--- config.mk ---
export PLATFORM = sky130hd
export DESIGN_NAME = rtsbm_queue
export DESIGN_NICKNAME = d
export VERILOG_FILES = /design/src/hdl/rgb_to_spectrum_basis_mix_macros.svh /design/src/hdl/rtsbm_pkg.sv /design/src/hdl/rtsbm_queue.sv
export SDC_FILE = /design/constraint.sdc
export NUM_CORES = 1
export LEC_CHECK = 0
export BUFFER_PORTS_ARGS = -buffer_cell sky130_fd_sc_hd__buf_2
export CAP_MARGIN = 30
export CORE_ASPECT_RATIO = 2
export CORE_MARGIN = 4
export CORE_UTILIZATION = 51
export CTS_CLUSTER_SIZE = 30
export DETAILED_ROUTE_END_ITERATION = 12
export PLACE_DENSITY = 0.84
export SETUP_SLACK_MARGIN = 0.05
export SYNTH_ARGS = -nofsm -noshare
export SYNTH_HDL_FRONTEND = slang
export SYNTH_SLANG_ARGS = --single-unit
--- constraint.sdc ---
create_clock -name clk -period 4.9 [get_ports clk]
set_clock_uncertainty 0.05 [all_clocks]
set_input_delay 1.47 -clock clk [delete_from_list [all_inputs] [get_ports clk]]
set_output_delay 1.47 -clock clk [all_outputs]
set_load 0.05 [all_outputs]
--- src/hdl/rgb_to_spectrum_basis_mix_macros.svh ---
// Assertion macros for the RTL of the basis-mix spectrum block.
// Each macro expands to a concurrent assertion on clk, disabled in rst.
// Needs signals named clk and rst in the module that uses it.
`ifndef RGB_TO_SPECTRUM_BASIS_MIX_MACROS_SVH
`define RGB_TO_SPECTRUM_BASIS_MIX_MACROS_SVH
`ifndef SYNTHESIS
// Same-cycle implication.
`define RTSBM_ASSERT_IMP(name, ante, cons) \
  name: assert property (@(posedge clk) disable iff (rst) (ante) |-> (cons)) \
    else $error("rtsbm: same-cycle check failed");
// Next-cycle implication.
`define RTSBM_ASSERT_NXT(name, ante, cons) \
  name: assert property (@(posedge clk) disable iff (rst) (ante) |=> (cons)) \
    else $error("rtsbm: next-cycle check failed");
`else
`define RTSBM_ASSERT_IMP(name, ante, cons)
`define RTSBM_ASSERT_NXT(name, ante, cons)
`endif
`endif

--- src/hdl/rtsbm_pkg.sv ---
// Shared types and constants for the RGB-to-spectrum basis-mix block.
// Used by the front end, queue, back end and top level. No dependencies.
`default_nettype none

package rtsbm_pkg;

  // Default number of wavelength samples per spectrum
  localparam int SAMPLES_DEF = 10;
  localparam int NUM_BASES   = 7;

  // Field widths
  localparam int VAL_W    = 20;
  localparam int CHAN_W   = 18;
  localparam int WEIGHT_W = 17;
  localparam int IDX_W    = 4;

  // Request kinds (tuser on the input side)
  localparam logic REQ_LOAD    = 1'b0;
  localparam logic REQ_CONVERT = 1'b1;

  // Basis codes
  localparam logic [2:0] BASIS_WHITE   = 3'd0;
  localparam logic [2:0] BASIS_CYAN    = 3'd1;
  localparam logic [2:0] BASIS_MAGENTA = 3'd2;
  localparam logic [2:0] BASIS_YELLOW  = 3'd3;
  localparam logic [2:0] PRIM_RED      = 3'd4;
  localparam logic [2:0] PRIM_GREEN    = 3'd5;
  localparam logic [2:0] PRIM_BLUE     = 3'd6;

  // Q16 one
  localparam logic [WEIGHT_W-1:0] ONE_Q16 = 17'd65536;

  // Job queue geometry
  localparam int QDEPTH = 2;
  localparam int QPTR_W = 1;
  localparam int QCNT_W = 2;

  typedef logic [WEIGHT_W-1:0] weight_t;

  // One classified convert item: weights and the two mixing bases
  typedef struct packed {
    weight_t    wmin;
    weight_t    w2;
    weight_t    w1;
    logic [2:0] second;
    logic [2:0] prim;
  } job_t;

  // Queue status toward the front end
  typedef struct packed {
    logic empty;
    logic full;
  } queue_status_t;

endpackage

`default_nettype wire

--- src/hdl/rtsbm_queue.sv ---
// Short job queue between the front end and the back end.
// Depends on rtsbm_pkg for the job type and depth.
`default_nettype none

module rtsbm_queue (
  input  wire logic                      clk,
  input  wire logic                      rst,
  input  wire logic                      push,
  input  wire rtsbm_pkg::job_t           push_job,
  input  wire logic                      pop,
  output logic                           q_valid,
  output rtsbm_pkg::job_t                q_job,
  output rtsbm_pkg::queue_status_t       q_stat
);

  rtsbm_pkg::job_t                       entries [rtsbm_pkg::QDEPTH];
  logic [rtsbm_pkg::QPTR_W-1:0]          wr_ptr;
  logic [rtsbm_pkg::QPTR_W-1:0]          rd_ptr;
  logic [rtsbm_pkg::QCNT_W-1:0]          count;

  assign q_valid      = (count != '0);
  assign q_job        = entries[rd_ptr];
  assign q_stat.empty = (count == '0);
  assign q_stat.full  = (count == rtsbm_pkg::QCNT_W'(rtsbm_pkg::QDEPTH));

  // Storage
  always_ff @(posedge clk) begin
    if (push) begin
      entries[wr_ptr] <= push_job;
    end
  end

  // Pointers and fill count
  always_ff @(posedge clk) begin
    if (rst) begin
      wr_ptr <= '0;
      rd_ptr <= '0;
      count  <= '0;
    end else begin
      if (push) begin
        wr_ptr <= wr_ptr + 1'b1;
      end
      if (pop) begin
        rd_ptr <= rd_ptr + 1'b1;
      end
      if (push && !pop) begin
        count <= count + 1'b1;
      end else if (pop && !push) begin
        count <= count - 1'b1;
      end
    end
  end

endmodule

`default_nettype wire

==> impl_table.tex <==
\begin{tabular}{lr}
\hline
Metric & Value \\
\hline
\multicolumn{2}{l}{\textbf{Timing}} \\
\quad Total Neg Setup Slack & 0 ps \\
\quad Final setup violating endpoints & 0 \\
\quad Final worst setup slack & around 1300 ps \\
\quad Setup repair after global routing missed its margin & no \\
\quad Max-slew headroom at the worst pin & 0.5381 \\
\quad Worst-case hold slack & 467.2 ps \\
\quad Clock period minus worst slack & 3645 ps \\
\quad Peak clock frequency supported by timing & roughly 0.27 GHz \\
\quad Final Hold Violating Endpoints & 0 \\
\quad Period Utilization, post-route & 0.7439 \\
\quad Count of pins over their slew limit & 0 \\
\quad Transition at the pin with the smallest max-transition slack & 692.9 ps \\
\multicolumn{2}{l}{\textbf{Floorplanning}} \\
\quad Standard-cell rows & 47 \\
\quad Top Ports & 121 \\
\quad Core area & 8292 sq um \\
\quad Starting utilization of the core area & 0.5223 \\
\quad Area of the die & 10120 sq um \\
\quad Die extent in x & 73.16 microns \\
\quad Height of the chip & between 100 and 150 microns \\
\multicolumn{2}{l}{\textbf{Clocking}} \\
\quad Count of buffers added by post-CTS timing repair for setup & 0 \\
\quad Number of gates resized after cts & 0 \\
\quad CTS tree & yes \\
\quad Number of sinks driven by the clock tree & 119 \\
\quad Clock Latency Late Sink & approximately 400 ps \\
\quad Cell at the root of the clock tree & clkbuf\_16 \\
\quad H-Tree Level Count & 4 \\
\quad Clock-pin transition on the worst setup and hold timing paths & approximately 50 ps \\
\quad Number of buffers on the longest clock path & 2 \\
\quad Hold-fix buffers at CTS & 0 \\
\quad Total clock buffers created by CTS & 17 \\
\multicolumn{2}{l}{\textbf{Global routing}} \\
\quad Antenna violations before repair & 2 \\
\quad Total GRT Usage & 0.1733 \\
\quad Maximum number of pins on one net before global-route repair & 45 \\
\quad Via count of the first global-routing pass & 2530 \\
\quad Global-route wire length before repair & 12690 microns \\
\quad Overall overflow remaining after global route & 0 \\
\multicolumn{2}{l}{\textbf{Power}} \\
\quad Total power density per cell area & 522.0 nW/um\^{}2 \\
\quad Leak pwr & 2.200 nW \\
\quad Total Power Consumption & 2.978 mW \\
\quad Maximum VDD drop & 0.3996 mV \\
\multicolumn{2}{l}{\textbf{Placed design}} \\
\quad Routability cong. & around 0.75 \\
\quad Number of input and output port buffers inserted & 120 \\
\quad Final HPWL DP & 5657 microns \\
\quad Dpl cell area & 5042 sq um \\
\quad Placed cells & about 420 \\
\quad Worst slack after detailed placement & between 1500 and 2000 ps \\
\multicolumn{2}{l}{\textbf{Logic synthesis}} \\
\quad Mapped Avg Cell Area & 21.65 sq um \\
\quad Number of different library cells in the post-synthesis netlist & 18 \\
\quad Nets in the synthesized netlist & 262 \\
\quad Top FF cell, synth & edfxtp\_1 \\
\quad Mapped Cells & 200 \\
\quad Largest cells by area after synthesis & edfxtp\_1, mux2\_2, dfxtp\_1, buf\_6, xnor2\_1 \\
\quad Dominant cell by count in the synthesized netlist & edfxtp\_1 \\
\quad Number of flops mapped to enable cells by yosys & 114 \\
\quad Yosys Warn Count & 0 \\
\quad Synth top area share & 0.7905 \\
\quad Most used standard cells in the synthesized netlist & edfxtp\_1, mux2\_2, dfxtp\_1 \\
\quad Cell Area, Synth & roughly 4300 sq um \\
\quad Async set or reset register ratio after synthesis & 0 \\
\quad Cell accounting for the most synthesized area & edfxtp\_1 \\
\quad Share of the yosys chip area belonging to registers & 0.8136 \\
\quad Yosys reg bits & 119 \\
\multicolumn{2}{l}{\textbf{Hold path}} \\
\quad Path type of the worst min-delay path & reg -> reg \\
\multicolumn{2}{l}{\textbf{Detailed routing}} \\
\quad Detailed Routing Iterations Pass 1 & 4 \\
\quad Antenna-violating nets left & 0 \\
\quad Total number of vias & around 2300 \\
\quad DR DRC count & 0 \\
\quad Average via count per standard cell & 5.020 \\
\quad Routed len/inst & 18.23 microns \\
\quad Total Routed Length & 8186 microns \\
\quad Number of DRC violations after detailed-routing iteration 0 & 126 \\
\multicolumn{2}{l}{\textbf{Setup path}} \\
\quad Arrival time at the worst endpoint & between 2000 and 2500 ps \\
\quad Worst-path cell chain & buf\_4 > mux2\_2 > buf\_2 \\
\quad Setup Crit Path Kind & reg -> out \\
\quad Number of buffer and inverter instances along the worst setup path & 2 \\
\quad Stage delay of the slowest cell on the critical path & 550 ps \\
\quad Crit-path max FO & 44 \\
\quad Critical-path cell with the highest stage delay & buf\_4 \\
\quad Kind of end point of the critical path & output port \\
\quad Critical Path Source Type & register \\
\quad Largest delay contributor family on the critical path & buffers and inverters \\
\quad Req. time, crit path & 3380 ps \\
\multicolumn{2}{l}{\textbf{Cells and area}} \\
\quad Fraction of final layout cells sized beyond drive strength 1 & 0.6114 \\
\quad Total non-filler cell area in the finished layout & between 5000 and 6000 sq um \\
\quad Post-layout instance count excluding filler cells & between 400 and 500 \\
\quad Layout Nets & 399 \\
\quad Area growth from synthesis to layout & 31.72\% \\
\quad Finished Core Util & 0.6879 \\
\multicolumn{2}{l}{\textbf{Job}} \\
\quad Max-cap viol count & 0 \\
\multicolumn{2}{l}{\textbf{Run status}} \\
\quad Outcome & completed \\
\hline
\end{tabular}
-- tightest hold or removal path: stages, from the launching register on --
cell	delay, ps
dfxtp_1	320
o21ai_0	90
a21oi_1	60
-- registers in the layout (all words and copies together) (netlist names), named ones only --
signal and cells:
entries 114, count 2, rd_ptr 1, wr_ptr 1
-- cell families (layout without fill, tap and decap cells) --
group / after synthesis / in the layout / synth area share
muxes: 57 / 57 / 0.1482
other: 0 / 1 / 0
and+or+nand+nor: 9 / 9 / 0.01127
buffers and inverters: 8 / 158 / 0.01358
adders and majority gates: 1 / 1 / 0.002889
AOI/OAI and AO/OA: 2 / 2 / 0.002309
xor gates and xnor gates: 4 / 4 / 0.008092
DFF: 119 / 119 / 0.8136
-- layout make-up --
cell class	count	area [sq um]
antenna	1	2.502
inverter	2	7.507
multi-input combinational	73	757.0
tap	98	122.6
sequential	119	3525
clock buffer	18	429.2
clock inverter	14	230.2
timing repair buffer	124	630.6
fill	546	2587
-- worst paths after layout --
kind / from / endpoint / slack [ps] / cells after the start
hold reg to reg: count[1]$_SDFFE_PP0P_ / count[1]$_SDFFE_PP0P_ / 470 / 2
setup / recovery: register / q_job[13] / 1250 / 3
setup reg to reg: wr_ptr$_SDFFE_PP0P_ / entries[1][17]$_DFFE_PP_ / 2940 / 2
hold / removal: count[1]$_SDFFE_PP0P_ / count[1]$_SDFFE_PP0P_ / 470 / 2
-- metal layers --
layer  GRT usage  share of wire
met5           0        0.00086
met4     0.08949          0.025
met3     0.07122          0.074
met2      0.3051           0.58
met1      0.1633           0.32
-- cell usage in the layout (no fill, tap or decap) --
cell / count
buf_4: 4
bufinv_16: 6
and2_2: 1
a21oi_1: 1
o21ai_0: 1
or2_2: 1
dfxtp_2: 1
and2b_2: 1
or3_1: 1
xor2_1: 2
nor2b_4: 1
ha_1: 1
clkinv_4: 3
clkinvlp_4: 1
inv_1: 2
clkinv_2: 1
nor2_1: 4
mux2_2: 57
dfxtp_1: 4
diode_2: 1
clkinv_1: 3
edfxtp_1: 114
clkbuf_16: 17
xnor2_1: 2
buf_2: 120
clkbuf_1: 1
-- power by group --
group          total [mW]  switching [mW]  internal, mW  leakage (nW)
Combinational       0.420           0.302         0.117         0.772
Sequential           1.21          0.0205          1.19          1.11
Clock                1.35           0.401         0.948         0.317
No activity file was read; power rests on OpenSTA's default activity.
