--- src/hdl/rgb_to_spectrum_basis_mix_macros.svh ---
// Assertion macros for the RTL of the basis-mix spectrum block.
// Each macro expands to a concurrent assertion on clk, disabled in rst.
// Needs signals named clk and rst in the module that uses it.
`ifndef RGB_TO_SPECTRUM_BASIS_MIX_MACROS_SVH
`define RGB_TO_SPECTRUM_BASIS_MIX_MACROS_SVH
`ifndef SYNTHESIS
// Same-cycle implication.
`define RTSBM_ASSERT_IMP(name, ante, cons) \
  name: assert property (@(posedge clk) disable iff (rst) (ante) |-> (cons)) \
    else $error("rtsbm: same-cycle check failed");
// Next-cycle implication.
`define RTSBM_ASSERT_NXT(name, ante, cons) \
  name: assert property (@(posedge clk) disable iff (rst) (ante) |=> (cons)) \
    else $error("rtsbm: next-cycle check failed");
`else
`define RTSBM_ASSERT_IMP(name, ante, cons)
`define RTSBM_ASSERT_NXT(name, ante, cons)
`endif
`endif

--- src/hdl/rtsbm_pkg.sv ---
// Shared types and constants for the RGB-to-spectrum basis-mix block.
// Used by the front end, queue, back end and top level. No dependencies.
`default_nettype none

package rtsbm_pkg;

  // Default number of wavelength samples per spectrum
  localparam int SAMPLES_DEF = 10;
  localparam int NUM_BASES   = 7;

  // Field widths
  localparam int VAL_W    = 20;
  localparam int CHAN_W   = 18;
  localparam int WEIGHT_W = 17;
  localparam int IDX_W    = 4;

  // Request kinds (tuser on the input side)
  localparam logic REQ_LOAD    = 1'b0;
  localparam logic REQ_CONVERT = 1'b1;

  // Basis codes
  localparam logic [2:0] BASIS_WHITE   = 3'd0;
  localparam logic [2:0] BASIS_CYAN    = 3'd1;
  localparam logic [2:0] BASIS_MAGENTA = 3'd2;
  localparam logic [2:0] BASIS_YELLOW  = 3'd3;
  localparam logic [2:0] PRIM_RED      = 3'd4;
  localparam logic [2:0] PRIM_GREEN    = 3'd5;
  localparam logic [2:0] PRIM_BLUE     = 3'd6;

  // Q16 one
  localparam logic [WEIGHT_W-1:0] ONE_Q16 = 17'd65536;

  // Job queue geometry
  localparam int QDEPTH = 2;
  localparam int QPTR_W = 1;
  localparam int QCNT_W = 2;

  typedef logic [WEIGHT_W-1:0] weight_t;

  // One classified convert item: weights and the two mixing bases
  typedef struct packed {
    weight_t    wmin;
    weight_t    w2;
    weight_t    w1;
    logic [2:0] second;
    logic [2:0] prim;
  } job_t;

  // Queue status toward the front end
  typedef struct packed {
    logic empty;
    logic full;
  } queue_status_t;

endpackage

`default_nettype wire

--- src/hdl/rtsbm_back.sv ---
// Back end: walks the samples of one job, reads three table entries per
// sample, multiplies, sums, rounds and saturates. Depends on rtsbm_pkg.
`default_nettype none
`include "rgb_to_spectrum_basis_mix_macros.svh"

module rtsbm_back #(
  parameter int SAMPLES = rtsbm_pkg::SAMPLES_DEF,
  localparam int AddrW = $clog2(rtsbm_pkg::NUM_BASES * SAMPLES)
) (
  input  wire logic                          clk,
  input  wire logic                          rst,
  input  wire logic                          clamp_neg,
  // job queue
  input  wire logic                          q_valid,
  input  wire rtsbm_pkg::job_t               q_job,
  output logic                               q_pop,
  output logic                               back_idle,
  // table read ports
  output logic                               tbl_re,
  output logic [AddrW-1:0]                   raddr_w,
  output logic [AddrW-1:0]                   raddr_s,
  output logic [AddrW-1:0]                   raddr_p,
  input  wire logic [rtsbm_pkg::VAL_W-1:0]   rdata_w,
  input  wire logic [rtsbm_pkg::VAL_W-1:0]   rdata_s,
  input  wire logic [rtsbm_pkg::VAL_W-1:0]   rdata_p,
  // result stream
  output logic                               m_axis_tvalid,
  input  wire logic                          m_axis_tready,
  output logic [23:0]                        m_axis_tdata,
  output logic                               m_axis_tuser,
  output logic                               m_axis_tlast
);

  localparam int CntW = (SAMPLES > 1) ? $clog2(SAMPLES) : 1;
  localparam int IdxW = rtsbm_pkg::IDX_W;
  localparam logic [CntW-1:0] LastCnt = CntW'(SAMPLES - 1);
  localparam logic [31:0] LastIdx32 = 32'(SAMPLES - 1);
  localparam logic [rtsbm_pkg::IDX_W-1:0] LastIdx = LastIdx32[rtsbm_pkg::IDX_W-1:0];
  localparam logic signed [23:0] ValMax = 24'sd524287;
  localparam logic signed [23:0] ValMin = -24'sd524288;
  localparam logic [rtsbm_pkg::VAL_W-1:0] SatHi = ValMax[rtsbm_pkg::VAL_W-1:0];
  localparam logic [rtsbm_pkg::VAL_W-1:0] SatLo = ValMin[rtsbm_pkg::VAL_W-1:0];

  // sequencer
  logic                                  busy;
  logic [CntW-1:0]                       cnt;
  rtsbm_pkg::weight_t                    cur_wmin;
  rtsbm_pkg::weight_t                    cur_w2;
  rtsbm_pkg::weight_t                    cur_w1;
  logic                                  adv;
  logic                                  issue;
  logic                                  issue_last;

  // stage 1: table data valid
  logic                                  s1_valid;
  rtsbm_pkg::weight_t                    s1_wmin;
  rtsbm_pkg::weight_t                    s1_w2;
  rtsbm_pkg::weight_t                    s1_w1;
  logic [rtsbm_pkg::IDX_W-1:0]           s1_idx;
  logic                                  s1_last;

  // stage 2: products
  logic                                  s2_valid;
  logic signed [37:0]                    p_w;
  logic signed [37:0]                    p_s;
  logic signed [37:0]                    p_p;
  logic [rtsbm_pkg::IDX_W-1:0]           s2_idx;
  logic                                  s2_last;

  // final sum and rounding
  logic signed [39:0]                    acc;
  logic signed [39:0]                    rnd;
  logic signed [23:0]                    v_round;
  logic signed [23:0]                    v_clip;
  logic signed [23:0]                    v_sat;
  logic                                  sat_next;

  // output register
  logic [rtsbm_pkg::IDX_W-1:0]           out_idx;
  logic [rtsbm_pkg::VAL_W-1:0]           out_val;

  // Whole pipeline moves when the output register can take a value
  assign adv        = !m_axis_tvalid || m_axis_tready;
  assign issue      = busy && adv;
  assign issue_last = issue && (cnt == LastCnt);
  assign q_pop      = q_valid && (!busy || issue_last);
  assign back_idle  = !busy;

  assign tbl_re = adv;

  // Sample sequencer
  always_ff @(posedge clk) begin
    if (rst) begin
      busy <= 1'b0;
    end else if (q_pop) begin
      busy <= 1'b1;
    end else if (issue_last) begin
      busy <= 1'b0;
    end
  end

  always_ff @(posedge clk) begin
    if (q_pop) begin
      cnt      <= '0;
      raddr_w  <= '0;
      raddr_s  <= AddrW'(32'(q_job.second) * SAMPLES);
      raddr_p  <= AddrW'(32'(q_job.prim) * SAMPLES);
      cur_wmin <= q_job.wmin;
      cur_w2   <= q_job.w2;
      cur_w1   <= q_job.w1;
    end else if (issue) begin
      cnt     <= cnt + 1'b1;
      raddr_w <= raddr_w + 1'b1;
      raddr_s <= raddr_s + 1'b1;
      raddr_p <= raddr_p + 1'b1;
    end
  end

  // Stage 1 control: matches the registered RAM read
  always_ff @(posedge clk) begin
    if (rst) begin
      s1_valid <= 1'b0;
    end else if (adv) begin
      s1_valid <= issue;
    end
  end

  always_ff @(posedge clk) begin
    if (adv) begin
      s1_wmin <= cur_wmin;
      s1_w2   <= cur_w2;
      s1_w1   <= cur_w1;
      s1_idx  <= IdxW'(cnt);
      s1_last <= (cnt == LastCnt);
    end
  end

  // Stage 2: one multiplier per basis
  always_ff @(posedge clk) begin
    if (rst) begin
      s2_valid <= 1'b0;
    end else if (adv) begin
      s2_valid <= s1_valid;
    end
  end

  always_ff @(posedge clk) begin
    if (adv) begin
      p_w    <= 38'($signed(rdata_w)) * 38'($signed({1'b0, s1_wmin}));
      p_s    <= 38'($signed(rdata_s)) * 38'($signed({1'b0, s1_w2}));
      p_p    <= 38'($signed(rdata_p)) * 38'($signed({1'b0, s1_w1}));
      s2_idx <= s1_idx;
      s2_last <= s1_last;
    end
  end

  // Sum, round half up, optional zeroing of negatives, saturate
  always_comb begin
    acc     = {{2{p_w[37]}}, p_w} + {{2{p_s[37]}}, p_s} + {{2{p_p[37]}}, p_p};
    rnd     = acc + 40'sd32768;
    v_round = rnd[39:16];
    v_clip  = (clamp_neg && v_round < 0) ? 24'sd0 : v_round;
    sat_next = 1'b0;
    v_sat    = v_clip;
    if (v_clip > ValMax) begin
      v_sat    = ValMax;
      sat_next = 1'b1;
    end else if (v_clip < ValMin) begin
      v_sat    = ValMin;
      sat_next = 1'b1;
    end
  end

  // Output register
  always_ff @(posedge clk) begin
    if (rst) begin
      m_axis_tvalid <= 1'b0;
    end else if (adv) begin
      m_axis_tvalid <= s2_valid;
    end
  end

  always_ff @(posedge clk) begin
    if (adv) begin
      out_idx      <= s2_idx;
      out_val      <= v_sat[rtsbm_pkg::VAL_W-1:0];
      m_axis_tuser <= sat_next;
      m_axis_tlast <= s2_last;
    end
  end

  assign m_axis_tdata = {out_val, out_idx};

  // Checks
  `RTSBM_ASSERT_IMP(a_last_index, m_axis_tvalid && m_axis_tlast, out_idx == LastIdx)
  `RTSBM_ASSERT_IMP(a_sat_extreme, m_axis_tvalid && m_axis_tuser, out_val == SatHi || out_val == SatLo)
  `RTSBM_ASSERT_NXT(a_job_end, issue_last && !q_valid, !busy)
  `RTSBM_ASSERT_NXT(a_job_start, q_pop, busy && cnt == '0)

endmodule

`default_nettype wire

--- config.mk ---
export PLATFORM = sky130hd
export DESIGN_NAME = rtsbm_back
export DESIGN_NICKNAME = d
export VERILOG_FILES = /design/src/hdl/rtsbm_pkg.sv /design/src/hdl/rtsbm_back.sv
export VERILOG_INCLUDE_DIRS = /design/src /design/src/hdl
export SDC_FILE = /design/constraint.sdc
export NUM_CORES = 2
export LEC_CHECK = 0
export BUFFER_PORTS_ARGS = -buffer_cell sky130_fd_sc_hd__buf_4
export CORE_MARGIN = 1
export CORE_UTILIZATION = 70
export DETAILED_ROUTE_END_ITERATION = 6
export PLACE_DENSITY = 0.88
export SETUP_SLACK_MARGIN = 0.5
export SKIP_LAST_GASP = 1
export SYNTH_ARGS = -nofsm -noshare
export SYNTH_HDL_FRONTEND = slang
export SYNTH_SLANG_ARGS = --single-unit
--- constraint.sdc ---
create_clock -name clk -period 17.44 [get_ports clk]
set_input_delay 2.616 -clock clk [delete_from_list [all_inputs] [get_ports clk]]
set_output_delay 2.616 -clock clk [all_outputs]
set_load 0.02 [all_outputs]
==> reports/results.txt <==
Die H: 271 um
Core Box Area: 71600 um2
Placement Setup Slack: 8.31 ns
Final count of negative-setup-slack endpoints: 0
Slew at the pin with the worst max-slew slack: 1.09 ns
Most common flop cell mapped by yosys: edfxtp_1
Clock latency on the worst-skew pair: 0.59 ns
Critical Path AT: 9.15 ns
Register area share after synthesis: 16.3%
Number of clock sinks: 281
Maximum clock rate: 113 MHz
Fraction of layout instances using a drive strength above 1: 5.26%
Maximum buffer depth of the clock tree: 3
Xor and xnor fraction of the mapped netlist area: 2.68%
Placed cells: 6113
Routed length per instance: 18.7 um
Post-layout instance count excluding filler cells: 6176
Synthesized-area fraction occupied by ao, oa, aoi and oai cells: 5.14%
Worst rel slew slack: 27.6%
Residual DRC count: 0
Number of buffers inserted during clock tree synthesis: 35
Global-route wire length before repair: 193 mm
Routed wire length: 115 mm
First-pass iteration count of the detailed router: 6
Count of state elements after synthesis: 281
Final GP Congestion: 0.948
Worst endpoint required time: 17.76 ns
Synth area leader: fa_1
Worst Setup End Kind: flop
Maximum fanout along the worst path: 17
Share of the synthesized area in the top cell type: 41.9%
Count of instances resized after the clock tree is built: 0
Post-CTS Setup Inserts: 0
Synth Area in Adders: 50.9%
YS warnings: 0
Distinct cells, synth: 90
Post-route clock period utilization: 50.6%
Remaining Overflow, GRT: 0
Number of buffer cells added on primary ports: 172
Most common library cell in the layout ignoring fill and taps: inv_1
Combinational family with the most area after synthesis: adder cells
Ant diodes: 0
Number of vias per cell: 5.70
CTS tree: built
Number of hold-slack violations in the final timing report: 0
Cell chosen for the clock root: clkbuf_16
Cells after Synth: 5171
Area of the die: 73500 um2
Per-instance average area after synthesis: 9.80 um2
Synthesized Nets: 6720
Effective utilization at floorplan: 70.8%
Clock H-tree levels: 2
Total negative slack: 0 ns
Die width: 271 um
Unrepaired setup endpoints after global routing: no
Smallest setup slack after layout: 8.61 ns
Synth async-reset ratio: 0%
Clock input transition at the sequential cells of the worst setup and hold paths: 0.07 ns
Biggest area contributors in the synthesized netlist: fa_1 (42%), edfxtp_1 (16%), inv_1 (10%)
Number of synthesized flops with an enable pin: 264
Nature of the critical path startpoint: input pin
Maximum number of pins on one net before global-route repair: 80
Antenna violations before repair: 0
Placement Rows: 98
I/O Pins: 173
Overall fraction of global-route tracks in use: 33.3%
Start-to-end type of the worst setup path: in -> reg
Post-Synth Simple-Gate Area: 13.0%
Post-DP HPWL: 93.2 mm
Number of global-route vias before repair: 39054
Highest-count cells in the layout ignoring fill and taps: inv_1 (1409), fa_1 (1060), nand2_1 (605), and2_1 (510), ha_1 (367)
Mapped cell area: 50700 um2
Area grow syn2layout: 5.79%
Quantity of hold-fixing buffers added after cts: 0
Result of the run: finished clean
Total count of max-transition violations in the final report: 0
Antenna-violating nets left: 0
Hold Crit Depth: 0
Worst Skew: 0.0438 ns
Post-route minimum period: 8.83 ns
Cell count of the worst reg-to-reg path: 20
Maximum Capacitance Violations: 0
Multiplexer share of the synthesized area: 0.0198%
Nets: 6749
Path type of the worst min-delay path: reg -> reg
First-iteration detailed-routing DRC count: 2921
DR vias: 35173
==> worst max-delay path, cell delays in order <==
cell	delay, ns
buf_4	0.18
and2_1	0.20
fa_1	0.53
inv_1	0.05
fa_1	0.51
fa_1	0.52
inv_1	0.06
fa_1	0.49
fa_1	0.51
inv_1	0.05
fa_1	0.47
inv_1	0.04
ha_1	0.33
and3_1	0.23
and4_1	0.21
a22oi_1	0.36
o211ai_1	0.26
o2111a_1	0.31
o31ai_1	0.66
o2111ai_1	0.23
a21oi_1	0.21
xnor2_1	0.08
==> worst paths after layout <==
check	startpoint	end	slack [ns]
max reg2reg	s1_w2[13]	p_s[37]	9.85
min	cur_wmin[11]	s1_wmin[11]	0.40
min reg2reg	cur_wmin[11]	s1_wmin[11]	0.40
max	rdata_s[14]	p_s[37]	8.61
==> layout make-up <==
class | instances | area (um2)
clock buffer | 43 | 906
inverter | 1410 | 5300
fill | 4782 | 18000
clock inverter | 20 | 208
tap | 950 | 1190
sequential | 281 | 8270
multi-input combinational | 3294 | 36400
timing repair buffer | 178 | 1340
==> synthesized netlist by cell type, drive strengths merged (16+ instances only) <==
cell type,count
inv,1410
fa,1060
nand2,606
and2,510
ha,367
edfxtp,264
clkbuf,175
a21oi,133
xnor2,113
nor2,66
o21ai,65
a21o,52
xor2,41
nand3,34
o21a,29
nor2b,18
dfxtp,17
nor3,17
o21bai,17
and3,16
nand4,16
==> metal layers <==
metal | part of all wire [%] | global-route usage (%)
met1 | 37 | 42.5
met2 | 49 | 56.2
met3 | 8.3 | 5.20
met4 | 5.1 | 15.3
met5 | 0 | 0
==> registers in the layout, summed over array words and instances (netlist names), 4 cells and up <==
name,cells
p_w,38
raddr_p,7
s1_idx,4
s2_idx,4
out_idx,4
s1_w2,17
raddr_w,7
s1_w1,17
cur_wmin,17
p_p,38
p_s,38
raddr_s,7
s1_wmin,17
out_val,20
cur_w2,17
cnt,4
cur_w1,17
==> per-stage QoR <==
step	hold slack (ns)	util (%)	instance area [um2]
after global routing	0.414	74.9	53600
after detailed placement	0.405	73.3	52500
after floorplan	0.400	-	50700
after CTS	0.409	74.9	53600
after global placement	0.400	73.3	52500
final	0.402	74.9	53600
==> cell families (layout without fill, tap and decap cells) <==
family / after synthesis / count (layout)
mux: 1 / 1
compound gates: 389 / 389
buf+inv: 1596 / 1651
xor+xnor: 154 / 154
fa+ha+maj: 1427 / 1427
flops: 281 / 281
simple gates: 1323 / 1323
Power is left out: the tool's default activity adds up to more than one toggle a clock period on the data nets, which glitch-free logic cannot reach.
